===== src/sv/mag_cal_sample_collector_macros.svh =====
// Assertion macros for the magnetometer calibration sample collector.
`ifndef MAG_CAL_SAMPLE_COLLECTOR_MACROS_SVH
`define MAG_CAL_SAMPLE_COLLECTOR_MACROS_SVH

// Condition must hold in the same cycle as the trigger
`define MCSC_ASSERT_NOW(lbl, trig, cond, msg) \
	lbl: assert property (@(posedge clk) disable iff (!arst_n) (trig) |-> (cond)) \
		else $error(msg);

// Condition must hold in the cycle after the trigger
`define MCSC_ASSERT_NEXT(lbl, trig, cond, msg) \
	lbl: assert property (@(posedge clk) disable iff (!arst_n) (trig) |=> (cond)) \
		else $error(msg);

`endif


===== src/sv/mcsc_pkg.sv =====
// Shared types, constants and helper functions of the sample collector.
package mcsc_pkg;

	// trailing zero bits of a constant
	function automatic int ctz(input int v);
		int n;
		n = 0;
		while (n < 31 && v[n] == 1'b0)
			n++;
		return n;
	endfunction

	// sizing
	localparam int NUM_SAMPLES = 64;
	localparam int SAMPLE_BITS = 16;
	localparam int FIELD_BITS  = 16;
	localparam int CNT_W       = $clog2(NUM_SAMPLES + 1);
	localparam int SQ_W        = 2 * SAMPLE_BITS;
	localparam int D2_W        = 2 * SAMPLE_BITS + 2;

	// threshold divider: ceil(16*r2 / (9*N))
	localparam int DIV_D  = 9 * NUM_SAMPLES;
	localparam int DIV_W  = 2 * SAMPLE_BITS + 6;

	// divisor split into a power of two (a shift) and an odd part, which is
	// taken by multiplying with a rounded-up reciprocal; exact for every
	// NDIV_W-bit numerator since the rounding error stays below 2^RECIP_L
	localparam int DIV_SHIFT   = ctz(DIV_D);
	localparam int DIV_ODD     = DIV_D >> DIV_SHIFT;
	localparam int NDIV_W      = DIV_W - DIV_SHIFT;
	localparam int RECIP_L     = $clog2(DIV_ODD);
	localparam int RECIP_SHIFT = NDIV_W + RECIP_L;
	localparam int RECIP_W     = NDIV_W + 1;
	localparam int PROD_W      = NDIV_W + RECIP_W;
	localparam logic [RECIP_W-1:0] RECIP_ODD =
		RECIP_W'(((128'd1 << RECIP_SHIFT) + 128'(DIV_ODD - 1)) / 128'(DIV_ODD));

	// status codes
	localparam logic [1:0] STAT_ACCEPTED  = 2'd0;
	localparam logic [1:0] STAT_TOO_CLOSE = 2'd1;
	localparam logic [1:0] STAT_FULL      = 2'd2;

	typedef enum logic [2:0] {
		FSM_IDLE,
		FSM_SQ,
		FSM_SUM,
		FSM_DIV,
		FSM_SCAN
	} fsm_t;

	// input word
	typedef struct packed {
		logic signed [FIELD_BITS-1:0] mag_x;
		logic signed [FIELD_BITS-1:0] mag_y;
		logic signed [FIELD_BITS-1:0] mag_z;
	} sample_t;

	// result word
	typedef struct packed {
		logic [1:0] status;
		logic [6:0] stored_count;
		logic       store_full;
	} result_t;

	// sample at internal width
	typedef struct packed {
		logic signed [SAMPLE_BITS-1:0] x;
		logic signed [SAMPLE_BITS-1:0] y;
		logic signed [SAMPLE_BITS-1:0] z;
	} vec_t;

	// probe token handed from cell to cell
	typedef struct packed {
		logic             valid;
		logic             reject;
		logic [CNT_W-1:0] left;
		vec_t             smp;
	} token_t;

	// low SAMPLE_BITS of a field; bits above the field read as zero
	function automatic logic signed [SAMPLE_BITS-1:0] take_sample(
		input logic [FIELD_BITS-1:0] v);
		logic [FIELD_BITS+SAMPLE_BITS-1:0] wide;
		wide = {{SAMPLE_BITS{1'b0}}, v};
		return wide[SAMPLE_BITS-1:0];
	endfunction

	// square of a signed difference, one multiplier
	function automatic logic [SQ_W-1:0] sq_mag(input logic signed [SAMPLE_BITS:0] d);
		logic [SAMPLE_BITS:0] m;
		logic [SQ_W-1:0]      a;
		m = d[SAMPLE_BITS] ? (~d + 1'b1) : d;
		a = SQ_W'(m[SAMPLE_BITS-1:0]);
		return a * a;
	endfunction

	function automatic vec_t to_vec(input sample_t s);
		vec_t v;
		v.x = take_sample(s.mag_x);
		v.y = take_sample(s.mag_y);
		v.z = take_sample(s.mag_z);
		return v;
	endfunction

endpackage


===== src/sv/mcsc_cell.sv =====
// One storage cell: holds a stored sample and tests the passing probe against it.
module mcsc_cell (
	input  logic                        clk,
	input  logic                        arst_n,
	input  mcsc_pkg::token_t            tok_i,
	input  logic                        wr_en,
	input  mcsc_pkg::vec_t              wr_smp,
	input  logic [mcsc_pkg::D2_W-1:0]   thr,
	output mcsc_pkg::token_t            tok_o
);

	mcsc_pkg::vec_t              smp_q;
	logic                        valid_q;
	logic                        reject_q;
	logic [mcsc_pkg::CNT_W-1:0]  left_q;
	mcsc_pkg::vec_t              psmp_q;
	logic                        live;
	logic [mcsc_pkg::SQ_W-1:0]   sqx, sqy, sqz;
	logic [mcsc_pkg::D2_W-1:0]   d2;
	logic                        too_close;

	// squared distance probe to stored sample
	always_comb begin
		live = tok_i.valid && (tok_i.left != '0);
		sqx  = mcsc_pkg::sq_mag({tok_i.smp.x[mcsc_pkg::SAMPLE_BITS-1], tok_i.smp.x}
		                      - {smp_q.x[mcsc_pkg::SAMPLE_BITS-1], smp_q.x});
		sqy  = mcsc_pkg::sq_mag({tok_i.smp.y[mcsc_pkg::SAMPLE_BITS-1], tok_i.smp.y}
		                      - {smp_q.y[mcsc_pkg::SAMPLE_BITS-1], smp_q.y});
		sqz  = mcsc_pkg::sq_mag({tok_i.smp.z[mcsc_pkg::SAMPLE_BITS-1], tok_i.smp.z}
		                      - {smp_q.z[mcsc_pkg::SAMPLE_BITS-1], smp_q.z});
		d2   = mcsc_pkg::D2_W'(sqx) + mcsc_pkg::D2_W'(sqy) + mcsc_pkg::D2_W'(sqz);
		too_close = live && (d2 < thr);
	end

	// stored sample
	always_ff @(posedge clk) begin
		if (wr_en)
			smp_q <= wr_smp;
	end

	// token valid
	always_ff @(posedge clk or negedge arst_n) begin
		if (!arst_n)
			valid_q <= 1'b0;
		else
			valid_q <= tok_i.valid;
	end

	// token payload; left counts the stored cells still ahead
	always_ff @(posedge clk) begin
		reject_q <= tok_i.reject | too_close;
		left_q   <= (tok_i.left != '0) ? tok_i.left - 1'b1 : tok_i.left;
		psmp_q   <= tok_i.smp;
	end

	always_comb begin
		tok_o.valid  = valid_q;
		tok_o.reject = reject_q;
		tok_o.left   = left_q;
		tok_o.smp    = psmp_q;
	end

endmodule


===== config.mk =====
export PLATFORM = sky130hd
export DESIGN_NAME = mcsc_cell
export DESIGN_NICKNAME = d
export VERILOG_FILES = /design/src/sv/mag_cal_sample_collector_macros.svh /design/src/sv/mcsc_pkg.sv /design/src/sv/mcsc_cell.sv
export SDC_FILE = /design/constraint.sdc
export NUM_CORES = 2
export LEC_CHECK = 0
export BUFFER_PORTS_ARGS = -buffer_cell sky130_fd_sc_hd__buf_2
export CAP_MARGIN = 15
export CELL_PAD_IN_SITES_DETAIL_PLACEMENT = 0
export CELL_PAD_IN_SITES_GLOBAL_PLACEMENT = 1
export CORE_ASPECT_RATIO = 1.1
export CORE_MARGIN = 4
export CORE_UTILIZATION = 33
export CTS_CLUSTER_DIAMETER = 120
export CTS_CLUSTER_SIZE = 25
export DETAILED_ROUTE_END_ITERATION = 10
export HOLD_SLACK_MARGIN = 0.15
export PLACE_DENSITY_LB_ADDON = 0.1
export SKIP_LAST_GASP = 1
export SLEW_MARGIN = 20
export SYNTH_ARGS = -nofsm -noshare
export SYNTH_HDL_FRONTEND = slang
export SYNTH_SLANG_ARGS = --single-unit

===== constraint.sdc =====
create_clock -name clk -period 12.75 [get_ports clk]
set_input_delay 1.275 -clock clk [delete_from_list [all_inputs] [get_ports clk]]
set_output_delay 1.275 -clock clk [all_outputs]
set_load 0.05 [all_outputs]

==> results.sh <==
export IMPL_drive_gt1_share_pct=17.8
export IMPL_initialDrtViolationCount=884
export IMPL_post_route_period_util_pct=96.8
export IMPL_initial_utilization_pct=33.4
export IMPL_drc=0
export IMPL_r2r_cells=44
export IMPL_path_class="in2reg"
export IMPL_fp_dieH_um=319
export IMPL_layout_min_cycle_time_ps=12340
export IMPL_postSynth_asyncResetShare_pct=0.952
export IMPL_area_delta_synth_final_pct=18.8
export IMPL_clock_root_buffer="clkbuf_16"
export IMPL_fmax_ghz=0.0810
export IMPL_vias=21600
export IMPL_timing_hold_ws_ps=637
export IMPL_fin_cells=4775
export IMPL_io_pins=199
export IMPL_wl_met1_um=33400
export IMPL_ys_seq_area_share_pct=8.92
export IMPL_synth_ff_type="dfxtp_1"
export IMPL_slew_viol_final=0
export IMPL_outcome="finished, final reports clean"
export IMPL_firstDrtPassIters=5
export IMPL_fin_nets=4725
export IMPL_met3_length_um=2380
export IMPL_synth_edf_count=48
export IMPL_synth_area_mm2=0.0290
export IMPL_place_area_mm2=0.0339
export IMPL_finalClockSkew_ps=19.3
export IMPL_postCtsHoldBufs=0
export IMPL_max_stage_delay_ps=730
export IMPL_top_layer="met5"
export IMPL_cts_tree="done"
export IMPL_slew_headroom_pct=41.4
export IMPL_cp_required_ps=13070
export IMPL_critPathLaunchType="input port"
export IMPL_synth_seq_cells=105
export IMPL_n_antenna_cell=0
export IMPL_fin_area_mm2=0.0345
export IMPL_grt_pass1_vias=24500
export IMPL_num_rows=113
export IMPL_yosysTopAreaCellShare_pct=42.7
export IMPL_synthDistinctLibCells=77
export IMPL_final_antenna_net_count=0
export IMPL_core_area_mm2=0.0868
export IMPL_grt_max_degree=49
export IMPL_max_cap_viol_count=0
export IMPL_hold_viol=0
export IMPL_hpwl_um=73700
export IMPL_die_area_mm2=0.0927
export IMPL_grt_usage_pct=17.8
export IMPL_antenna_found_initial=2
export IMPL_h_tree_depth=3
export IMPL_place_inst=4757
export IMPL_worstHoldPathType="in2async"
export IMPL_syn_inst=3126
export IMPL_grt_pass1_wl_um=130000
export IMPL_cts_sinks=105
export IMPL_yosys_warnings=0
export IMPL_critical_path_max_fanout=4
export IMPL_gp_congestion=0.875
export IMPL_cts_buffers_inserted=9
export IMPL_synth_nets=4231
export IMPL_worst_ep_arrival_time_ps=12660
export IMPL_clockBufferDepth=2
export IMPL_via_per_inst=4.53
export IMPL_worst_pin_slew_ps=869
export IMPL_synthTopCellsByArea="fa_1 (43%), ha_1 (15%), inv_1 (12%)"
export IMPL_wire_per_inst_um=16.8
export IMPL_slowest_stage="or4b_2"
export IMPL_synth_top_area_cell="fa_1"
export IMPL_netlist_top_cells_count="inv_1 (929), fa_1 (619), ha_1 (344)"
export IMPL_worstSetupEndpointType="flop"
export IMPL_finalSetupViolCount=0
export IMPL_port_buffers=198
export IMPL_synth_most_common_cell="inv_1"
export IMPL_clock_latency_ps=410
export IMPL_wl_met2_um=43300
export IMPL_drt_wl_total_um=80300
export IMPL_syn_area_per_cell_um2=9.28
export IMPL_die_x_um=291
export IMPL_clk_pin_slew_ps=80
export IMPL_cp_common_cell="fa_1"
export IMPL_grt_overflow=0
-- per-stage QoR --
| stage | TNS, ps | setup slack [ps] | utilization, % |
|---|---|---|---|
| after floorplan | 0 | 431 | - |
| after global placement | -101 | -101 | 39.0 |
| after detailed placement | -380 | -380 | 39.0 |
| after CTS | 0 | 115 | 39.4 |
| after global routing | -71.1 | -71.1 | 39.7 |
| final | 0 | 410 | 39.7 |
-- sequential cells by signal, summed over array words and instances, names as in the netlist --
| name | count |
|---|---|
| smp_q | 48 |
| tok_o | 48 |
| left_q | 7 |
| reject_q | 1 |
| valid_q | 1 |
-- path summary, 6_finish.rpt --
check / start / to / slack [ps]
worst max register to register: smp_q[16] / reject_q / 1020
worst min register to register: smp_q[30] / reject_q / 2610
worst max-delay path: tok_i[16] / reject_q / 410
max in group asynchronous: arst_n / valid_q / 12030
worst min-delay path: arst_n / valid_q / 640
min in group clk: tok_i[40] / tok_o[40] / 980
-- what timing repair did --
| action | CTS | global route |
|---|---|---|
| setup buffers | 0 | 2 |
| resized for setup | 1 | 56 |
| pin swaps | 0 | 16 |
| endpoints found under the setup margin | 1 | 1 |
-- cell usage in the layout, fill, tap and decap left out, drive strengths merged, types with 25 or more instances in the layout --
cell / count
buf: 536
inv: 936
xor2: 52
xnor2: 76
a21oi: 76
ha: 344
nor3: 25
nand2b: 31
fa: 619
dfxtp: 56
nor2: 304
a21o: 48
or2: 28
nand2: 160
o21ai: 43
edfxtp: 48
-- area by class of cell --
| class | count | area, um^2 |
|---|---|---|
| Clock inverter | 6 | 62.6 |
| Clock buffer | 10 | 229 |
| Inverter | 944 | 3550 |
| Tap cell | 1150 | 1440 |
| Timing Repair Buffer | 536 | 3650 |
| Sequential cell | 105 | 2590 |
| Multi-Input combinational cell | 2024 | 22900 |
| Fill cell | 8944 | 52300 |
-- per-layer routing --
layer	up-vias	GRT usage, %
met3	47	1.82
met1	11000	22.5
met4	2	3.39
li1	10300	-
met5	-	0
met2	265	33.1
-- worst max-delay path: cells and delay by family --
kind	cells	cell delay [ps]
adders and majority gates	13	5700
and+or+nand+nor	10	2370
AOI/OAI and AO/OA	9	1540
buffers and inverters	11	1160
xor gates and xnor gates	3	620
-- kinds of logic (layout without fill, tap and decap cells) --
group           Yosys count  count (layout)  share of synthesized area [%]
mux                       9               9                          0.328
fa+ha+maj               963             963                           57.5
simple gates            644             644                           9.88
xor+xnor                128             128                           3.95
flops                   105             105                           8.92
buf+inv                 997            1496                           13.0
compound gates          280             280                           6.40
Power is not shown: default switching activity piles up to over one toggle a cycle in this logic, so the estimate is an artifact.
