<file path="src/sv/mag_cal_sample_collector_macros.svh">
// Assertion macros for the magnetometer calibration sample collector.
`ifndef MAG_CAL_SAMPLE_COLLECTOR_MACROS_SVH
`define MAG_CAL_SAMPLE_COLLECTOR_MACROS_SVH

// Condition must hold in the same cycle as the trigger
`define MCSC_ASSERT_NOW(lbl, trig, cond, msg) \
	lbl: assert property (@(posedge clk) disable iff (!arst_n) (trig) |-> (cond)) \
		else $error(msg);

// Condition must hold in the cycle after the trigger
`define MCSC_ASSERT_NEXT(lbl, trig, cond, msg) \
	lbl: assert property (@(posedge clk) disable iff (!arst_n) (trig) |=> (cond)) \
		else $error(msg);

`endif

</file>
<file path="src/sv/mcsc_pkg.sv">
// Shared types, constants and helper functions of the sample collector.
package mcsc_pkg;

	// trailing zero bits of a constant
	function automatic int ctz(input int v);
		int n;
		n = 0;
		while (n < 31 && v[n] == 1'b0)
			n++;
		return n;
	endfunction

	// sizing
	localparam int NUM_SAMPLES = 64;
	localparam int SAMPLE_BITS = 16;
	localparam int FIELD_BITS  = 16;
	localparam int CNT_W       = $clog2(NUM_SAMPLES + 1);
	localparam int SQ_W        = 2 * SAMPLE_BITS;
	localparam int D2_W        = 2 * SAMPLE_BITS + 2;

	// threshold divider: ceil(16*r2 / (9*N))
	localparam int DIV_D  = 9 * NUM_SAMPLES;
	localparam int DIV_W  = 2 * SAMPLE_BITS + 6;

	// divisor split into a power of two (a shift) and an odd part, which is
	// taken by multiplying with a rounded-up reciprocal; exact for every
	// NDIV_W-bit numerator since the rounding error stays below 2^RECIP_L
	localparam int DIV_SHIFT   = ctz(DIV_D);
	localparam int DIV_ODD     = DIV_D >> DIV_SHIFT;
	localparam int NDIV_W      = DIV_W - DIV_SHIFT;
	localparam int RECIP_L     = $clog2(DIV_ODD);
	localparam int RECIP_SHIFT = NDIV_W + RECIP_L;
	localparam int RECIP_W     = NDIV_W + 1;
	localparam int PROD_W      = NDIV_W + RECIP_W;
	localparam logic [RECIP_W-1:0] RECIP_ODD =
		RECIP_W'(((128'd1 << RECIP_SHIFT) + 128'(DIV_ODD - 1)) / 128'(DIV_ODD));

	// status codes
	localparam logic [1:0] STAT_ACCEPTED  = 2'd0;
	localparam logic [1:0] STAT_TOO_CLOSE = 2'd1;
	localparam logic [1:0] STAT_FULL      = 2'd2;

	typedef enum logic [2:0] {
		FSM_IDLE,
		FSM_SQ,
		FSM_SUM,
		FSM_DIV,
		FSM_SCAN
	} fsm_t;

	// input word
	typedef struct packed {
		logic signed [FIELD_BITS-1:0] mag_x;
		logic signed [FIELD_BITS-1:0] mag_y;
		logic signed [FIELD_BITS-1:0] mag_z;
	} sample_t;

	// result word
	typedef struct packed {
		logic [1:0] status;
		logic [6:0] stored_count;
		logic       store_full;
	} result_t;

	// sample at internal width
	typedef struct packed {
		logic signed [SAMPLE_BITS-1:0] x;
		logic signed [SAMPLE_BITS-1:0] y;
		logic signed [SAMPLE_BITS-1:0] z;
	} vec_t;

	// probe token handed from cell to cell
	typedef struct packed {
		logic             valid;
		logic             reject;
		logic [CNT_W-1:0] left;
		vec_t             smp;
	} token_t;

	// low SAMPLE_BITS of a field; bits above the field read as zero
	function automatic logic signed [SAMPLE_BITS-1:0] take_sample(
		input logic [FIELD_BITS-1:0] v);
		logic [FIELD_BITS+SAMPLE_BITS-1:0] wide;
		wide = {{SAMPLE_BITS{1'b0}}, v};
		return wide[SAMPLE_BITS-1:0];
	endfunction

	// square of a signed difference, one multiplier
	function automatic logic [SQ_W-1:0] sq_mag(input logic signed [SAMPLE_BITS:0] d);
		logic [SAMPLE_BITS:0] m;
		logic [SQ_W-1:0]      a;
		m = d[SAMPLE_BITS] ? (~d + 1'b1) : d;
		a = SQ_W'(m[SAMPLE_BITS-1:0]);
		return a * a;
	endfunction

	function automatic vec_t to_vec(input sample_t s);
		vec_t v;
		v.x = take_sample(s.mag_x);
		v.y = take_sample(s.mag_y);
		v.z = take_sample(s.mag_z);
		return v;
	endfunction

endpackage

</file>
<file path="src/sv/mcsc_cdiv.sv">
// Divider by the constant 9*NUM_SAMPLES: shift, then reciprocal multiply, both registered.
module mcsc_cdiv (
	input  logic                         clk,
	input  logic                         arst_n,
	input  logic                         start,
	input  logic [mcsc_pkg::DIV_W-1:0]   dividend,
	output logic                         done,
	output logic [mcsc_pkg::DIV_W-1:0]   quotient
);

	logic [mcsc_pkg::NDIV_W-1:0] num_s1;
	logic                        vld_s1;
	logic [mcsc_pkg::PROD_W-1:0] prod;
	logic [mcsc_pkg::DIV_W-1:0]  quot_q;
	logic                        done_q;

	// numerator times the rounded-up reciprocal of the odd part
	assign prod = mcsc_pkg::PROD_W'(num_s1) * mcsc_pkg::PROD_W'(mcsc_pkg::RECIP_ODD);

	// stage valid and done pulse
	always_ff @(posedge clk or negedge arst_n) begin
		if (!arst_n) begin
			vld_s1 <= 1'b0;
			done_q <= 1'b0;
		end else begin
			vld_s1 <= start;
			done_q <= vld_s1;
		end
	end

	// power-of-two part drops off as a shift, then the product is scaled down
	always_ff @(posedge clk) begin
		if (start)
			num_s1 <= dividend[mcsc_pkg::DIV_W-1:mcsc_pkg::DIV_SHIFT];
		if (vld_s1)
			quot_q <= mcsc_pkg::DIV_W'(prod[mcsc_pkg::PROD_W-1:mcsc_pkg::RECIP_SHIFT]);
	end

	assign done     = done_q;
	assign quotient = quot_q;

endmodule

</file>
<file path="config.mk">
export PLATFORM = sky130hd
export DESIGN_NAME = mcsc_cdiv
export DESIGN_NICKNAME = d
export VERILOG_FILES = /design/src/sv/mag_cal_sample_collector_macros.svh /design/src/sv/mcsc_pkg.sv /design/src/sv/mcsc_cdiv.sv
export SDC_FILE = /design/constraint.sdc
export NUM_CORES = 1
export LEC_CHECK = 0
export BUFFER_PORTS_ARGS = -buffer_cell sky130_fd_sc_hd__buf_2
export CAP_MARGIN = 20
export CORE_MARGIN = 2
export CORE_UTILIZATION = 60
export CTS_CLUSTER_SIZE = 25
export DETAILED_ROUTE_END_ITERATION = 7
export HOLD_SLACK_MARGIN = 0.15
export PLACE_DENSITY = 0.78
export SLEW_MARGIN = 20
export SYNTH_ARGS = -nofsm -noshare
export SYNTH_HDL_FRONTEND = slang
export SYNTH_SLANG_ARGS = --single-unit
</file>
<file path="constraint.sdc">
create_clock -name clk -period 8.2 [get_ports clk]
set_input_delay 0.82 -clock clk [delete_from_list [all_inputs] [get_ports clk]]
set_output_delay 0.82 -clock clk [all_outputs]
set_load 0.05 [all_outputs]
</file>
==> results.json, run 1 <==
{
  "fin_nets": 2037,
  "endpoint_kind": "flop",
  "drt-total-wl_um": 36200,
  "drtIter0Drc": 513,
  "syn_inst": 1358,
  "slew_violations": 0,
  "num_io_pins": 80,
  "avgSynthCellArea_um2": 10.9,
  "port_buffers": 64,
  "synth_warnings": 0,
  "fmax_mhz": 133,
  "die_h_um": 161,
  "crit_path_start": "num_s1[10]",
  "start_util": 0.609,
  "place.detailed.hpwl_um": 32500,
  "worst_slew_pin_slew_ps": 833,
  "overflow": 0,
  "fill_cells": 1990,
  "gp_congestion": 0.975,
  "row_count": 57,
  "cts_tree": "built",
  "grt_util_all_layers": 0.292,
  "cts_root_buf": "clkbuf_16",
  "cp.arrival_ps": 7650,
  "clk_pin_slew_worst_paths_ps": 60,
  "drc_errors": 0,
  "ant_nets": 0,
  "wire_per_inst_um": 20.7,
  "grt_setup_unrepaired": "false",
  "outcome": "complete, no violations",
  "path_class": "flop to flop",
  "avgViaCountPerCell": 5.64,
  "area_growth_pct": 6.20,
  "final.setup.tns_ps": 0,
  "cts_buffers": 9,
  "finalCriticalPeriod_ps": 7550,
  "drive_above_1_share": 0.0682,
  "grt_pass1_wl_um": 56400,
  "hold_viol": 0,
  "cap_violations": 0,
  "finalSetupViolCount": 0,
  "grt_max_degree": 34,
  "r2r-start": "num_s1[10]",
  "clkLatencyLatePin_ps": 350,
  "synthDistinctLibCells": 59,
  "htreeDepth": 3,
  "cts_setup_buffers": 0,
  "fin_skew_ps": 9.71,
  "vias": 9861,
  "fin_crit_sh": 0.920,
  "ys.flop_type": "edfxtp_1",
  "reg2reg_to": "quotient[26]",
  "synth_area_um2": 14800,
  "die_w_um": 161,
  "first_global_vias": 10505,
  "seq_area_frac_synth": 0.127,
  "crit_path_start_kind": "flop",
  "synth_edf_count": 61,
  "cts_hold_repair.buffers": 0,
  "r2r_slack_ps": 650,
  "synth_seq_cells": 63,
  "slew_headroom": 0.445,
  "mostFrequentLayoutCells": "326 x ha_1, 322 x inv_1, 251 x fa_1",
  "crit_fanout": 6,
  "r2r_cells": 21,
  "num_antenna_cells": 0,
  "final_common_cell": "ha_1",
  "dr.pass1.iters": 5,
  "dieArea_um2": 25900,
  "coreArea_um2": 24200,
  "ctsLongestPathBuffers": 2,
  "hp-class": "input pin to asynchronous set/reset pin",
  "ys_async_sr_fraction": 0.0317,
  "antenna_found_initial": 0,
  "multiInputGateArea_um2": 11600,
  "post_cts_resized": 0,
  "worstPathRequired_ps": 8300,
  "cts.sinks": 63,
  "seq_area_um2": 1880
}
==> area by class of cell <==
| type | count | area share |
|---|---|---|
| Timing Repair Buffer | 64 | 0.0204 |
| Sequential cell | 63 | 0.120 |
| Clock inverter | 5 | 0.00471 |
| Inverter | 322 | 0.0771 |
| Tap cell | 324 | 0.0258 |
| Multi-Input combinational cell | 959 | 0.737 |
| Clock buffer | 10 | 0.0146 |
==> flip-flops by register name, summed over array words and instances, names as in the netlist <==
register and cells:
done 1, num_s1 32, vld_s1 1, quotient 29
==> how the worst max path moves through the flow <==
| stage | endpoint | slack (ps) | depth (start not counted) |
|---|---|---|---|
| after floorplan | quotient[21] | 1700 | 24 |
| after global placement | quotient[28] | 860 | 22 |
| after detailed placement | quotient[26] | 730 | 22 |
| after CTS | quotient[26] | 700 | 22 |
| after global routing | quotient[26] | 310 | 22 |
| final | quotient[26] | 650 | 21 |
==> through the flow <==
| stage | cells | utilization | cell area (um2) | hold WS (ps) | setup WS, ps |
|---|---|---|---|---|---|
| CTS | 1747 | 0.647 | 15700 | 237 | 704 |
| finish | 1747 | 0.647 | 15700 | 241 | 653 |
| global placement | 1732 | 0.634 | 15400 | 604 | 860 |
| floorplan | 1366 | - | 14800 | 524 | 1700 |
| global route | 1747 | 0.647 | 15700 | 242 | 307 |
| detailed placement | 1732 | 0.634 | 15400 | 605 | 733 |
==> synthesized netlist by cell type (all sizes together), types with 6 or more instances <==
cell    instances  area share
xor2           39       0.023
nand4          17      0.0072
nand3          19      0.0064
buf            14      0.0076
a31oi           7      0.0030
a21oi          61       0.021
o21bai          8      0.0041
edfxtp         61        0.12
o21a            6      0.0031
o21ai          24      0.0081
nand2          37      0.0094
fa            251        0.34
and2            9      0.0039
xnor2          30       0.018
nor3            6      0.0020
clkbuf          8      0.0021
inv           322       0.082
nor2           18      0.0046
a21o           39       0.020
ha            326        0.28
==> worst max-delay path, cell delays in order (launching register included) <==
cell,delay [ps]
edfxtp_1,460
inv_1,170
fa_1,580
inv_1,80
ha_1,420
ha_1,230
or2_2,340
fa_1,510
fa_1,620
fa_1,470
fa_1,460
ha_1,290
ha_1,350
nand4_1,220
nor2_1,270
nand3_1,160
a2111oi_2,380
a211oi_1,240
o31ai_1,510
and2_1,290
o22a_1,180
xnor2_1,70
==> routing by layer <==
metal | routed length (um) | up-vias | GRT usage | part of all wire
li1 | - | 4546 | - | -
met1 | 14500 | 4948 | 0.370 | 0.40
met2 | 18200 | 283 | 0.498 | 0.50
met3 | 1480 | 84 | 0.0302 | 0.041
met4 | 1990 | 0 | 0.152 | 0.055
met5 | 0 | - | 0 | 0
==> logic make-up (layout without fill, tap and decap cells) <==
group           after synthesis  count (layout)  share of synthesized area
compound gates              175             175                     0.0788
xor+xnor                     69              69                     0.0409
fa+ha+maj                   577             577                      0.617
buf+inv                     344             401                     0.0916
flops                        63              63                      0.127
other cells                   1               9                   0.000254
simple gates                129             129                     0.0445
Power of run 1 is left out: the tool's default activity adds up to more than one toggle a clock period on the data nets, which glitch-free logic cannot reach.
==> run 2, diff against run 1 <==
Settings changed: CORE_ASPECT_RATIO set to 1.2, CORE_UTILIZATION 60 to 59, PLACE_DENSITY 0.78 to 0.8.
Clock period 8.2 ns to 6.2 ns, I/O delays scaled along.
==> run 2 against run 1 <==
Compared with the run above:
- the flow now finishes with violations (negative setup slack)
- clock skew up 5.7 ps
- worst hold slack better by 190 ps
- sequential share of layout area down 2.4 points
- sequential cell count is the same
- setup slack worse by 1300 ps
- global-route usage rose by 6.1 points
- maximum frequency is 9.9% higher
- first-iteration DRC count grew 60%
- critical endpoint is now quotient[27]
- largest cell class unchanged
==> results.json, run 2 (synthesis results as in run 1) <==
{
  "outcome": "finished with violations",
  "failed_checks": "negative setup slack",
  "mostFrequentLayoutCells": "330 x buf_4, 295 x inv_1, 266 x ha_1",
  "drt-total-wl_um": 46500,
  "fin_util": 0.797,
  "ctsLongestPathBuffers": 2,
  "crit_fanout": 3,
  "overflow": 0,
  "reg2reg_to": "quotient[27]",
  "gp_congestion": 1.02,
  "critPathBufInv": 7,
  "hp-class": "input pin to flop",
  "hp-start": "dividend[22]",
  "start_util": 0.599,
  "crit_path_start_kind": "flop",
  "finalSetupViolCount": 28,
  "cts_root_buf": "clkbuf_16",
  "largest_reg_flops": 32,
  "drive_above_1_share": 0.355,
  "num_antenna_cells": 0,
  "dieArea_um2": 26300,
  "drtIter0Drc": 819,
  "die_w_um": 148,
  "coreArea_um2": 24700,
  "dp_slack_ps": -753,
  "crit_path_max_incr_delay_ps": 590,
  "final_common_cell": "buf_4",
  "grt_max_degree": 34,
  "clkLatencyLatePin_ps": 360,
  "wire_per_inst_um": 22.2,
  "grt_pass1_wl_um": 69000,
  "r2r-start": "num_s1[12]",
  "antenna_found_initial": 0,
  "cts_buffers": 9,
  "hold_depth": 1,
  "fin_ws_ps": -670,
  "htreeDepth": 3,
  "fmax_mhz": 146,
  "min_to": "num_s1[16]",
  "fin_nets": 2385,
  "grt_util_all_layers": 0.353,
  "cp.arrival_ps": 6980,
  "cts.sinks": 63,
  "slew_violations": 0,
  "vias": 11952,
  "clk_pin_slew_worst_paths_ps": 60,
  "fin_skew_ps": 15.4,
  "crit_slowest_cell": "fa_2",
  "r2r_slack_ps": -670,
  "die_h_um": 177,
  "worst_slew_pin_slew_ps": 797,
  "port_buffers": 64,
  "num_io_pins": 80,
  "hold_viol": 0,
  "place.detailed.hpwl_um": 37500,
  "final.setup.tns_ps": -10540,
  "ant_nets": 0,
  "regMostFlops": "num_s1",
  "avgViaCountPerCell": 5.70,
  "grt_setup_unrepaired": "true",
  "drc_errors": 0,
  "r2r_cells": 25,
  "cap_violations": 0,
  "endpoint_kind": "flop",
  "worstPathRequired_ps": 6310,
  "slew_headroom": 0.469,
  "dr.pass1.iters": 7,
  "worst_hold_slack_ps": 428,
  "area_growth_pct": 33.1,
  "first_global_vias": 13263,
  "cp_top_family": "adder cells",
  "cts_tree": "built",
  "path_class": "flop to flop",
  "finalCriticalPeriod_ps": 6870,
  "fin_crit_sh": 1.11,
  "row_count": 63
}
==> run 2: routing by layer <==
metal,global-route usage,vias to the layer above,share of wire
met5,0,-,0
met4,0.271,0,0.093
met3,0.0483,233,0.048
met2,0.632,533,0.52
met1,0.375,5949,0.34
li1,-,5237,-
==> run 2: worst max-delay path by stage <==
stage | from | endpoint | slack [ps] | cells after the start
global route | num_s1[10] | quotient[28] | -830 | 27
global placement | num_s1[10] | quotient[26] | -620 | 26
CTS | num_s1[19] | quotient[27] | -660 | 23
floorplan | num_s1[20] | quotient[21] | -80 | 22
detailed placement | num_s1[10] | quotient[26] | -750 | 26
finish | num_s1[12] | quotient[27] | -670 | 25
==> run 2: metrics by stage <==
step / instances / area, um2
4_1_cts: 2078 / 19100
3_3_place_gp: 2026 / 18000
6_report: 2097 / 19700
5_1_grt: 2097 / 19700
3_5_place_dp: 2026 / 18000
2_1_floorplan: 1366 / 15200
==> run 2: cell type report <==
class | instances | area (um2)
multi-input cells | 959 | 12800
fillers | 1353 | 5010
repair buffers | 412 | 3010
flip-flops and latches | 63 | 1880
inverters | 322 | 1210
well taps | 325 | 407
clock buffers | 10 | 229
clock inverters | 6 | 85.1
==> run 2: what timing repair did <==
item                                    CTS  global route
gates cloned                              0             0
setup buffers                            36            22
endpoints found under the setup margin   28            29
endpoints found under the hold margin     2             0
hold buffers                              1             0
gates resized for setup                 124            83
pin swaps                                82            53
Power of run 2 is left out for the same reason.
==> run 3, diff against run 2 <==
Settings changed: BUFFER_PORTS_ARGS -buffer_cell sky130_fd_sc_hd__buf_2 to -buffer_cell sky130_fd_sc_hd__clkbuf_2.
==> run 3 against run 2 <==
Compared with the run above:
- the flow still finishes with violations (negative setup slack)
- final cell count is 0.86% lower
- non-clock buffer count fell by 17
- maximum frequency is 0.20% lower
- critical path depth is the same
- global-route usage shrank 0.21 points
- die area unchanged
- register-to-register slack barely moved
==> results.json, run 3 (synthesis results as in run 1) <==
{
  "outcome": "finished with violations",
  "failed_checks": "negative setup slack",
  "fin_util": 0.779,
  "drc_errors": 0,
  "cp.arrival_ps": 7000,
  "coreArea_um2": 24700,
  "fmax_mhz": 145,
  "met3_usage": 0.0383,
  "regMostFlops": "num_s1",
  "finalCriticalPeriod_ps": 6880,
  "met2_usage": 0.639,
  "avgViaCountPerCell": 5.63,
  "largest_reg_flops": 32,
  "ctsLongestPathBuffers": 2,
  "grtUsageMet1": 0.372,
  "fin_nets": 2368,
  "mostFrequentLayoutCells": "311 x buf_4, 303 x inv_1, 281 x ha_1",
  "antenna_found_initial": 0,
  "cts_tree": "built",
  "area_growth_pct": 30.1,
  "worstPathRequired_ps": 6320,
  "grt_setup_unrepaired": "true",
  "dp_slack_ps": -709,
  "hp-class": "input pin to flop",
  "hold_viol": 0,
  "grt_util_all_layers": 0.351,
  "drt-total-wl_um": 45100,
  "htreeDepth": 3,
  "finalSetupViolCount": 29,
  "first_global_vias": 13079,
  "fin_ws_ps": -683,
  "vias": 11711,
  "ant_nets": 0,
  "wire_per_inst_um": 21.7,
  "fin_crit_sh": 1.11,
  "die_w_um": 148,
  "grt_pass1_wl_um": 68600,
  "row_count": 63,
  "grt_max_degree": 34,
  "grt_busiest_layer": "met2",
  "cts_root_buf": "clkbuf_16",
  "drtIter0Drc": 597,
  "crit_path_start_kind": "flop",
  "cap_violations": 0,
  "num_io_pins": 80,
  "final_common_cell": "buf_4",
  "port_buffers": 64,
  "endpoint_kind": "flop",
  "gp_congestion": 1.02,
  "start_util": 0.599,
  "place.detailed.hpwl_um": 38100,
  "dieArea_um2": 26300,
  "overflow": 0,
  "fin_skew_ps": 9.23,
  "slew_headroom": 0.400,
  "path_class": "flop to flop",
  "slew_violations": 0,
  "worst_slew_pin_slew_ps": 899,
  "clk_pin_slew_worst_paths_ps": 60,
  "dr.pass1.iters": 5,
  "die_h_um": 177,
  "drive_above_1_share": 0.322,
  "cts.sinks": 63,
  "num_antenna_cells": 0,
  "cts_buffers": 9,
  "clkLatencyLatePin_ps": 360,
  "crit_fanout": 4
}
==> run 3: cell types whose count changed in the layout (fill, tap and decap cells not counted), sizes merged <==
cell,delta
bufinv,-1
clkbuf,+64
buf,-81
clkinv,+1
clkinvlp,-1
==> run 3: layer usage <==
layer	vias up	wire length [um]
li1	5190	-
met4	0	3860
met2	408	24000
met3	186	1770
met1	5927	15500
met5	-	0
==> run 3: through the flow <==
stage	cell area (um2)	hold slack, ps	std cells	TNS (ps)
final	19200	428	2079	-11110
after global routing	19200	429	2079	-14820
after CTS	18900	426	2069	-8180
after detailed placement	17900	407	2024	-12250
after global placement	17900	406	2024	-9560
after floorplan	15200	324	1366	-212
==> run 3: path summary, 6_finish.rpt <==
path / slack, ps / end / from / cells past startpoint
setup / recovery: -680 / quotient[27] / num_s1[19] / 25
hold / removal: 430 / num_s1[12] / dividend[18] / 1
setup reg to reg: -680 / quotient[27] / num_s1[19] / 25
hold reg to reg: 720 / done / vld_s1 / 1
max in group asynchronous: 5520 / done / arst_n / 2
min in group asynchronous: 580 / vld_s1 / arst_n / 2
==> run 3: timing repair <==
item,CTS,global route
buffers inserted,29,14
setup endpoints to repair,28,29
pin swaps,65,45
endpoints found under the hold margin,2,0
gates resized for setup,101,52
hold buffers,1,0
==> run 3: final cells by class <==
| type | count | area, um2 |
|---|---|---|
| multi-input combinational | 959 | 12600 |
| fill | 1495 | 5460 |
| timing repair buffer | 395 | 2880 |
| sequential | 63 | 1880 |
| inverter | 322 | 1210 |
| tap | 325 | 407 |
| clock buffer | 10 | 229 |
| clock inverter | 5 | 50.0 |
==> run 3: worst max-delay path, stage by stage, from the launching register on <==
cell      delay, ps
edfxtp_1        400
buf_6           140
fa_2            610
ha_4            220
fa_1            540
inv_2            40
fa_1            480
inv_2            60
fa_1            500
inv_2            40
fa_1            500
inv_2            40
fa_1            560
ha_4            230
ha_4            260
and3_4          170
nand4_1         110
or2_4           280
buf_6           120
a211oi_4        290
o31ai_4         130
a211oi_2        180
buf_4           160
o31ai_4          90
o31a_2          320
xnor2_2         130
Power of run 3 is left out for the same reason.
